[src/design/mpsm_pkg.sv]
package mpsm_pkg;

    // Default sizes of the automaton
    localparam int NODES_DEF        = 256;
    localparam int ALPHABET_DEF     = 26;
    localparam int MAX_DEPTH_DEF    = 16;
    localparam int MAX_PATTERNS_DEF = 64;

    // Matches reported per text letter at most
    localparam int MAX_RESULTS = 16;

    // Operation codes carried in the input tuser
    localparam logic [1:0] FUNC_INSERT = 2'd0;
    localparam logic [1:0] FUNC_SEARCH = 2'd1;
    localparam logic [1:0] FUNC_CLEAR  = 2'd2;

    // Result status codes
    localparam logic [2:0] ST_OK       = 3'd0;
    localparam logic [2:0] ST_FULL     = 3'd1;
    localparam logic [2:0] ST_LONG     = 3'd2;
    localparam logic [2:0] ST_SEARCHED = 3'd3;
    localparam logic [2:0] ST_MANY     = 3'd4;

    // Result beat sources
    localparam logic [1:0] EM_INS  = 2'd0;
    localparam logic [1:0] EM_PEND = 2'd1;
    localparam logic [1:0] EM_SRCH = 2'd2;
    localparam logic [1:0] EM_ZERO = 2'd3;

    typedef struct packed {
        logic       take;
        logic       ins_begin;
        logic       set_long;
        logic       ld_addr;
        logic       lk_search;
        logic       ins_descend;
        logic       set_full;
        logic       alloc;
        logic       ins_finish;
        logic       sr_begin;
        logic       try_init;
        logic       sr_step;
        logic       sr_next;
        logic       sr_hit;
        logic       sr_shift;
        logic       clear_all;
        logic       emit;
        logic [1:0] emit_sel;
    } mpsm_cmd_t;

    typedef struct packed {
        logic [1:0] func;
        logic       drop_nz;
        logic       depth_full;
        logic       hit;
        logic       node_full;
        logic       off_eq_len;
        logic       j_eq_len;
        logic       term;
        logic       pend_v;
        logic       res_last;
        logic       shift_done;
        logic       out_free;
    } mpsm_stat_t;

endpackage

[src/design/mpsm_ctrl.sv]
module mpsm_ctrl (
    input  logic                   clk,
    input  logic                   rst_n,
    input  logic                   s_tvalid,
    output logic                   s_tready,
    input  mpsm_pkg::mpsm_stat_t   stat,
    output mpsm_pkg::mpsm_cmd_t    cmd
);
    import mpsm_pkg::*;

    localparam logic [4:0] S_IDLE    = 5'd0;
    localparam logic [4:0] S_DISP    = 5'd1;
    localparam logic [4:0] S_INS_A   = 5'd2;
    localparam logic [4:0] S_INS_B   = 5'd3;
    localparam logic [4:0] S_INS_C   = 5'd4;
    localparam logic [4:0] S_INS_D   = 5'd5;
    localparam logic [4:0] S_INS_E   = 5'd6;
    localparam logic [4:0] S_INS_FIN = 5'd7;
    localparam logic [4:0] S_SR_A    = 5'd8;
    localparam logic [4:0] S_SR_TRY  = 5'd9;
    localparam logic [4:0] S_SR_LOOK = 5'd10;
    localparam logic [4:0] S_SR_C    = 5'd11;
    localparam logic [4:0] S_SR_D    = 5'd12;
    localparam logic [4:0] S_SR_E    = 5'd13;
    localparam logic [4:0] S_SR_HIT  = 5'd14;
    localparam logic [4:0] S_SR_SHFT = 5'd15;
    localparam logic [4:0] S_SR_OUT  = 5'd16;
    localparam logic [4:0] S_ZERO    = 5'd17;

    logic [4:0] state_reg;
    logic [4:0] state_next;

    assign s_tready = (state_reg == S_IDLE);

    // Sequence the datapath
    always_comb
    begin
        cmd        = '0;
        state_next = state_reg;
        unique case (state_reg)
            S_IDLE:
            begin
                if (s_tvalid)
                begin
                    cmd.take   = 1'b1;
                    state_next = S_DISP;
                end
            end
            S_DISP:
            begin
                if (stat.func == FUNC_INSERT)
                    state_next = S_INS_A;
                else if (stat.func == FUNC_SEARCH)
                    state_next = S_SR_A;
                else
                    state_next = S_ZERO;
            end
            S_INS_A:
            begin
                cmd.ins_begin = 1'b1;
                state_next    = S_INS_B;
            end
            S_INS_B:
            begin
                if (stat.drop_nz)
                    state_next = S_INS_FIN;
                else if (stat.depth_full)
                begin
                    cmd.set_long = 1'b1;
                    state_next   = S_INS_FIN;
                end
                else
                begin
                    cmd.ld_addr = 1'b1;
                    state_next  = S_INS_C;
                end
            end
            S_INS_C: state_next = S_INS_D;
            S_INS_D: state_next = S_INS_E;
            S_INS_E:
            begin
                if (stat.hit)
                    cmd.ins_descend = 1'b1;
                else if (stat.node_full)
                    cmd.set_full = 1'b1;
                else
                    cmd.alloc = 1'b1;
                state_next = S_INS_FIN;
            end
            S_INS_FIN:
            begin
                if (stat.out_free)
                begin
                    cmd.ins_finish = 1'b1;
                    cmd.emit       = 1'b1;
                    cmd.emit_sel   = EM_INS;
                    state_next     = S_IDLE;
                end
            end
            S_SR_A:
            begin
                cmd.sr_begin = 1'b1;
                state_next   = S_SR_TRY;
            end
            S_SR_TRY:
            begin
                if (stat.off_eq_len)
                    state_next = S_SR_SHFT;
                else
                begin
                    cmd.try_init = 1'b1;
                    state_next   = S_SR_LOOK;
                end
            end
            S_SR_LOOK:
            begin
                if (stat.j_eq_len)
                    state_next = S_SR_HIT;
                else
                begin
                    cmd.ld_addr   = 1'b1;
                    cmd.lk_search = 1'b1;
                    state_next    = S_SR_C;
                end
            end
            S_SR_C: state_next = S_SR_D;
            S_SR_D: state_next = S_SR_E;
            S_SR_E:
            begin
                if (stat.hit)
                begin
                    cmd.sr_step = 1'b1;
                    state_next  = S_SR_LOOK;
                end
                else
                begin
                    cmd.sr_next = 1'b1;
                    state_next  = S_SR_TRY;
                end
            end
            S_SR_HIT:
            begin
                // Hold while a pending match cannot leave
                if (!(stat.term && stat.pend_v) || stat.out_free)
                begin
                    cmd.sr_hit = 1'b1;
                    if (stat.term && stat.pend_v)
                    begin
                        cmd.emit     = 1'b1;
                        cmd.emit_sel = EM_PEND;
                    end
                    if (stat.term && stat.res_last)
                        state_next = S_SR_SHFT;
                    else
                        state_next = S_SR_TRY;
                end
            end
            S_SR_SHFT:
            begin
                cmd.sr_shift = 1'b1;
                if (stat.shift_done)
                    state_next = S_SR_OUT;
            end
            S_SR_OUT:
            begin
                if (stat.out_free)
                begin
                    cmd.emit     = 1'b1;
                    cmd.emit_sel = EM_SRCH;
                    state_next   = S_IDLE;
                end
            end
            S_ZERO:
            begin
                if (stat.out_free)
                begin
                    cmd.clear_all = 1'b1;
                    cmd.emit      = 1'b1;
                    cmd.emit_sel  = EM_ZERO;
                    state_next    = S_IDLE;
                end
            end
            default: state_next = S_IDLE;
        endcase
    end

    always_ff @(posedge clk or negedge rst_n)
    begin
        if (!rst_n)
            state_reg <= S_IDLE;
        else
            state_reg <= state_next;
    end

endmodule

[config.mk]
export PLATFORM = sky130hd
export DESIGN_NAME = mpsm_ctrl
export DESIGN_NICKNAME = d
export VERILOG_FILES = /design/src/design/mpsm_pkg.sv /design/src/design/mpsm_ctrl.sv
export SDC_FILE = /design/constraint.sdc
export NUM_CORES = 1
export LEC_CHECK = 0
export BUFFER_PORTS_ARGS = -buffer_cell sky130_fd_sc_hd__buf_4
export CORE_MARGIN = 2
export CORE_UTILIZATION = 35
export CTS_CLUSTER_SIZE = 25
export DETAILED_ROUTE_END_ITERATION = 8
export GPL_ROUTABILITY_DRIVEN = 1
export PLACE_DENSITY = 0.72
export SLEW_MARGIN = 5
export SYNTH_ARGS = -nofsm -noshare
export SYNTH_HDL_FRONTEND = slang
export SYNTH_SLANG_ARGS = --single-unit
[constraint.sdc]
create_clock -name clk -period 1.55 [get_ports clk]
set_input_delay 0.2325 -clock clk [delete_from_list [all_inputs] [get_ports clk]]
set_output_delay 0.2325 -clock clk [all_outputs]
set_load 0.02 [all_outputs]
## Yosys cells after proc, flatten, opt, wreduce, memory -nomap -nowiden

Index checks and enable logic that the tools add are counted.

| storage, ports and cells | value |
|---|---|
| bits in registers | 5 |
| input bits | 16 |
| output and inout bits | 20 |

| cells by class | value |
|---|---|
| eq/ne operators | 22 |
| muxes and demuxes | 45 |
| reduce and logical (&&, ||, !) cells | 8 |

Operator list:

| kind | number |
|---|---|
| $pmux 5 s16 | 1 |
| $eq 5x4->1 const B | 8 |
| $mux 5 | 7 |
| $mux 3 | 8 |
| $eq 5x3->1 const B | 4 |
| $mux 1 | 20 |
| $mux 2 | 6 |
| $pmux 3 s4 | 1 |
| $eq 5x2->1 const B | 2 |
| $eq 5x5->1 const B | 2 |
| $ne 2x2->1 const B | 3 |
| $eq 5x1->1 const B | 1 |
| $logic_not 5->1 | 1 |
| $mux 4 | 1 |
| $reduce_and 4->1 | 1 |
| $reduce_or 3->1 | 1 |
| $eq 2x1->1 const B | 1 |
| $logic_and 1x1->1 | 2 |
| $logic_not 2->1 | 1 |
| $ne 2x1->1 const B | 1 |
| $pmux 1 s2 | 1 |
| $logic_not 1->1 | 1 |
| $logic_or 1x1->1 | 1 |

## Logic depth before layout (Yosys ltp)

| depth | value |
|---|---|
| depth after elaboration | 5 |
| depth in mapped cells | 7 |
| mapped depth without buffers | 5 |

## Least setup slack after synthesis

Ideal clock, no wire load.

| path | value |
|---|---|
| kind | register to output |
| start | register state_reg[2] |
| end | output port cmd[0] (netlist bit) |
| data arrival time | 1899 ps |
| slack | -582 ps |
| stages on the path, launching flop included | 6 |
| cells stage by stage | dfrtp_1 buf_2 or2_1 buf_6 nor4_1 o21bai_1 |

RTL lines:

| element | RTL line | RTL |
|---|---|---|
| start: declaration | mpsm_ctrl.sv:30 | `logic [4:0] state_reg;` |
| start signal: assignment | mpsm_ctrl.sv:192 | `state_reg <= state_next;` |
| end: declaration | mpsm_ctrl.sv:7 | `output mpsm_pkg::mpsm_cmd_t cmd` |

==> results_dict.tcl <==
set metrics [dict create \
    dr.first_iter.drc_count 57 \
    fin_crit_ns 1.891 \
    p_switching_mw 1.624 \
    route.detailed.wl_per_inst_um 19.36 \
    synthAdderAreaFrac_pct 0 \
    clock_skew_ns 0.007849 \
    gr-usage-all-layers_pct 26.51 \
    crit_buf_inv 2 \
    nets 188 \
    synth_top_family_by_area "simple AND/OR/NAND/NOR gates" \
    h-tree-depth 1 \
    mostFrequentLayoutCells "buf_4 (54), buf_6 (19), nor2_1 (8)" \
    yosys.area.top_type "dfrtp_1" \
    globalRouteOverflowTotal 0 \
    synth.area.top_cells "dfrtp_1 (17%), nor3_1 (6.2%), nor2_1 (5.1%), nor4_1 (4.3%), a21oi_1 (4.1%)" \
    multi_input_area_um2 797.0 \
    first_pass_iters 4 \
    max_stage_delay_ns 0.42 \
    cts.sinks 5 \
    core_mm2 0.001962 \
    routed.top_layer "met4" \
    layout.area.seq_um2 126.4 \
    clk_pin_slew_ns 0.06 \
    synth_edf_count 0 \
    ys_seq_area_share_pct 17.15 \
    hold_viol_final 0 \
    tightestPinTransition_ns 0.3901 \
    start_kind "flop" \
    via_count 1145 \
    cts_made_buffers 3 \
    postSynthCellCount 101 \
    diodes 0 \
    layout_commonest_cell "buf_4" \
    slew_headroom_pct 73.99 \
    drive_above_1_share_pct 69.59 \
    met1_length_um 1460 \
    num_rows 16 \
    wl_um 3833 \
    fin_cells 198 \
    place_hpwl_um 2105 \
    grt_pass1_wl_um 4974 \
    comb_power_share_pct 86.4 \
    io_pins 36 \
    synth-xor-area-share_pct 0 \
    largest_reg_flops 5 \
    avgSynthCellArea_um2 7.222 \
    cts_tree "yes" \
    cp_data_required_time_ns 1.32 \
    die_height_um 49.65 \
    cp_cell_sequence "buf_6, and3b_2, a21oi_1, o21a_1, nor2_1, buf_4" \
    timing.rr.start "state_reg[4]$_DFFE_PN0P_" \
    async_flop_share_pct 100.0 \
    seq_power_share_pct 8.2 \
    yosysUniqueCellTypes 44 \
    power_density_mw_per_mm2 1970 \
    leakagePower_nw 0.7681 \
    viasPerCell 5.783 \
    cts_buffer_depth 2 \
    yosys.area_share.simple_pct 39.97 \
    p_int_mw 1.652 \
    worst_slack_ns -0.3414 \
    drc 0 \
    gp_congestion 0.9751 \
    portBuffers 35 \
    rsz0062_at_grt "yes" \
    wl_met3_um 206 \
    hold_start "stat[1]" \
    fillers 120 \
    antenna_left 0 \
    root_buffer "clkbuf_4" \
    crit_path_start "state_reg[1]$_DFFE_PN0P_" \
    crit_path_end_kind "primary output" \
    fmax_mhz 528.7 \
    synth.mux.area_fraction_pct 3.087 \
    ys_seq_elements 5 \
    dp_cells 181 \
    grt_pass1_vias 1081 \
    synth-compound-area-share_pct 29.16 \
    met2RoutedLength_um 2079 \
    clk_latency_ns 0.26 \
    critPathKind "reg -> out" \
    drv_cap 0 \
    critPathMaxFanout 5 \
    antenna_found_initial 0 \
    dp_slack_ns -0.1295 \
    vdd_drop_max_v 0.001350 \
    clkPwrFrac_pct 5.4 \
    setup_viol 25 \
    fin_crit_sh_pct 122.0 \
    netlist_area_um2 729.5 \
    swShare_pct 49.56 \
    cp_slowest_cell "dfrtp_1" \
    yosys_warnings 0 \
    area_delta_synth_final_pct 128.0 \
    start_util_pct 37.18 \
    min_path_type "in -> reg" \
    status "finished, violations left" \
    grt_max_degree 11 \
    cp_top_family "flip-flops" \
    synth-main-ff-cell "dfrtp_1" \
    violations "negative setup slack" \
    synth_top_area_share_pct 17.15 \
    synth_nets 117 \
    slew_violations 0 \
    critical_path_arrival_ns 1.66 \
    die_w_um 49.65 \
    die_area_mm2 0.002465 \
]
[area by class of cell]
type | instances | area share [%]
Timing Repair Buffer | 75 | 39.05
Sequential cell | 5 | 7.600
Clock buffer | 4 | 1.580
Multi-Input combinational cell | 79 | 47.93
Inverter | 8 | 1.806
Tap cell | 27 | 2.032
[routing by layer]
metal / global-route usage [%] / vias to the layer above
li1: - / 512
met5: 0 / -
met3: 4.545 / 10
met4: 9.722 / 0
met2: 48.00 / 53
met1: 30.89 / 570
[per-stage QoR]
stage	hold slack [ns]	setup TNS, ns	power (mW)	utilization (%)	area (um^2)
floorplan	-0.06309	-1.375	1.369	-	818.3
global placement	0.03615	-0.1960	2.044	64.41	1264
detailed placement	0.03797	-0.5396	2.086	64.41	1264
CTS	0.2320	-3.458	2.730	77.17	1514
global route	0.2666	-6.856	3.428	84.76	1663
finish	0.2597	-5.393	3.276	84.76	1663
[repair_timing]
item                                    in CTS  in global routing
gates resized for setup                     37                 23
hold buffers                                 1                  0
endpoints found under the setup margin      24                 25
cloned                                       0                  0
hold endpoints to repair                     5                  0
pin swaps                                   12                  7
buffers inserted                             8                  4
[cells in the mapped netlist, types with 2 or more instances]
cell / number
nand2_1: 8
nor3_1: 9
buf_2: 5
nor3b_1: 2
o2bb2ai_1: 2
nor2b_1: 2
inv_1: 7
nor4_1: 5
a31oi_1: 2
dfrtp_1: 5
a21oi_1: 6
and3_1: 2
a21boi_0: 2
nor2_1: 10
and2_1: 2
clkbuf_1: 2
nand3_1: 2
mux2_1: 2
[power groups by stage]
stage          Clock [mW]  Sequential, mW  Combinational, mW
2_1_floorplan           0           0.250               1.12
3_3_place_gp            0           0.240               1.80
3_5_place_dp            0           0.246               1.84
4_1_cts             0.162           0.255               2.31
5_1_grt             0.181           0.279               2.97
6_report            0.175           0.270               2.83
[path summary, 6_finish.rpt]
path / to / cells after the start / slack, ns
hold reg to reg: state_reg[4]$_DFFE_PN0P_ / 1 / 0.61
hold / removal: state_reg[3]$_DFFE_PN0P_ / 2 / 0.26
min in group asynchronous: state_reg[0]$_DFFE_PN0P_ / 2 / 0.31
max in group asynchronous: state_reg[4]$_DFFE_PN0P_ / 2 / 1.11
setup reg to reg: state_reg[4]$_DFFE_PN0P_ / 7 / -0.26
setup / recovery: cmd[2] / 6 / -0.34
[cells by family (layout without fill, tap and decap cells)]
| group | Yosys count | count (layout) |
|---|---|---|
| multiplexers | 2 | 2 |
| AND/OR/NAND/NOR | 52 | 52 |
| buffers and inverters | 17 | 87 |
| AO/OA/AOI/OAI | 25 | 25 |
| flip-flops | 5 | 5 |
Power figures use the tool's default switching activity.
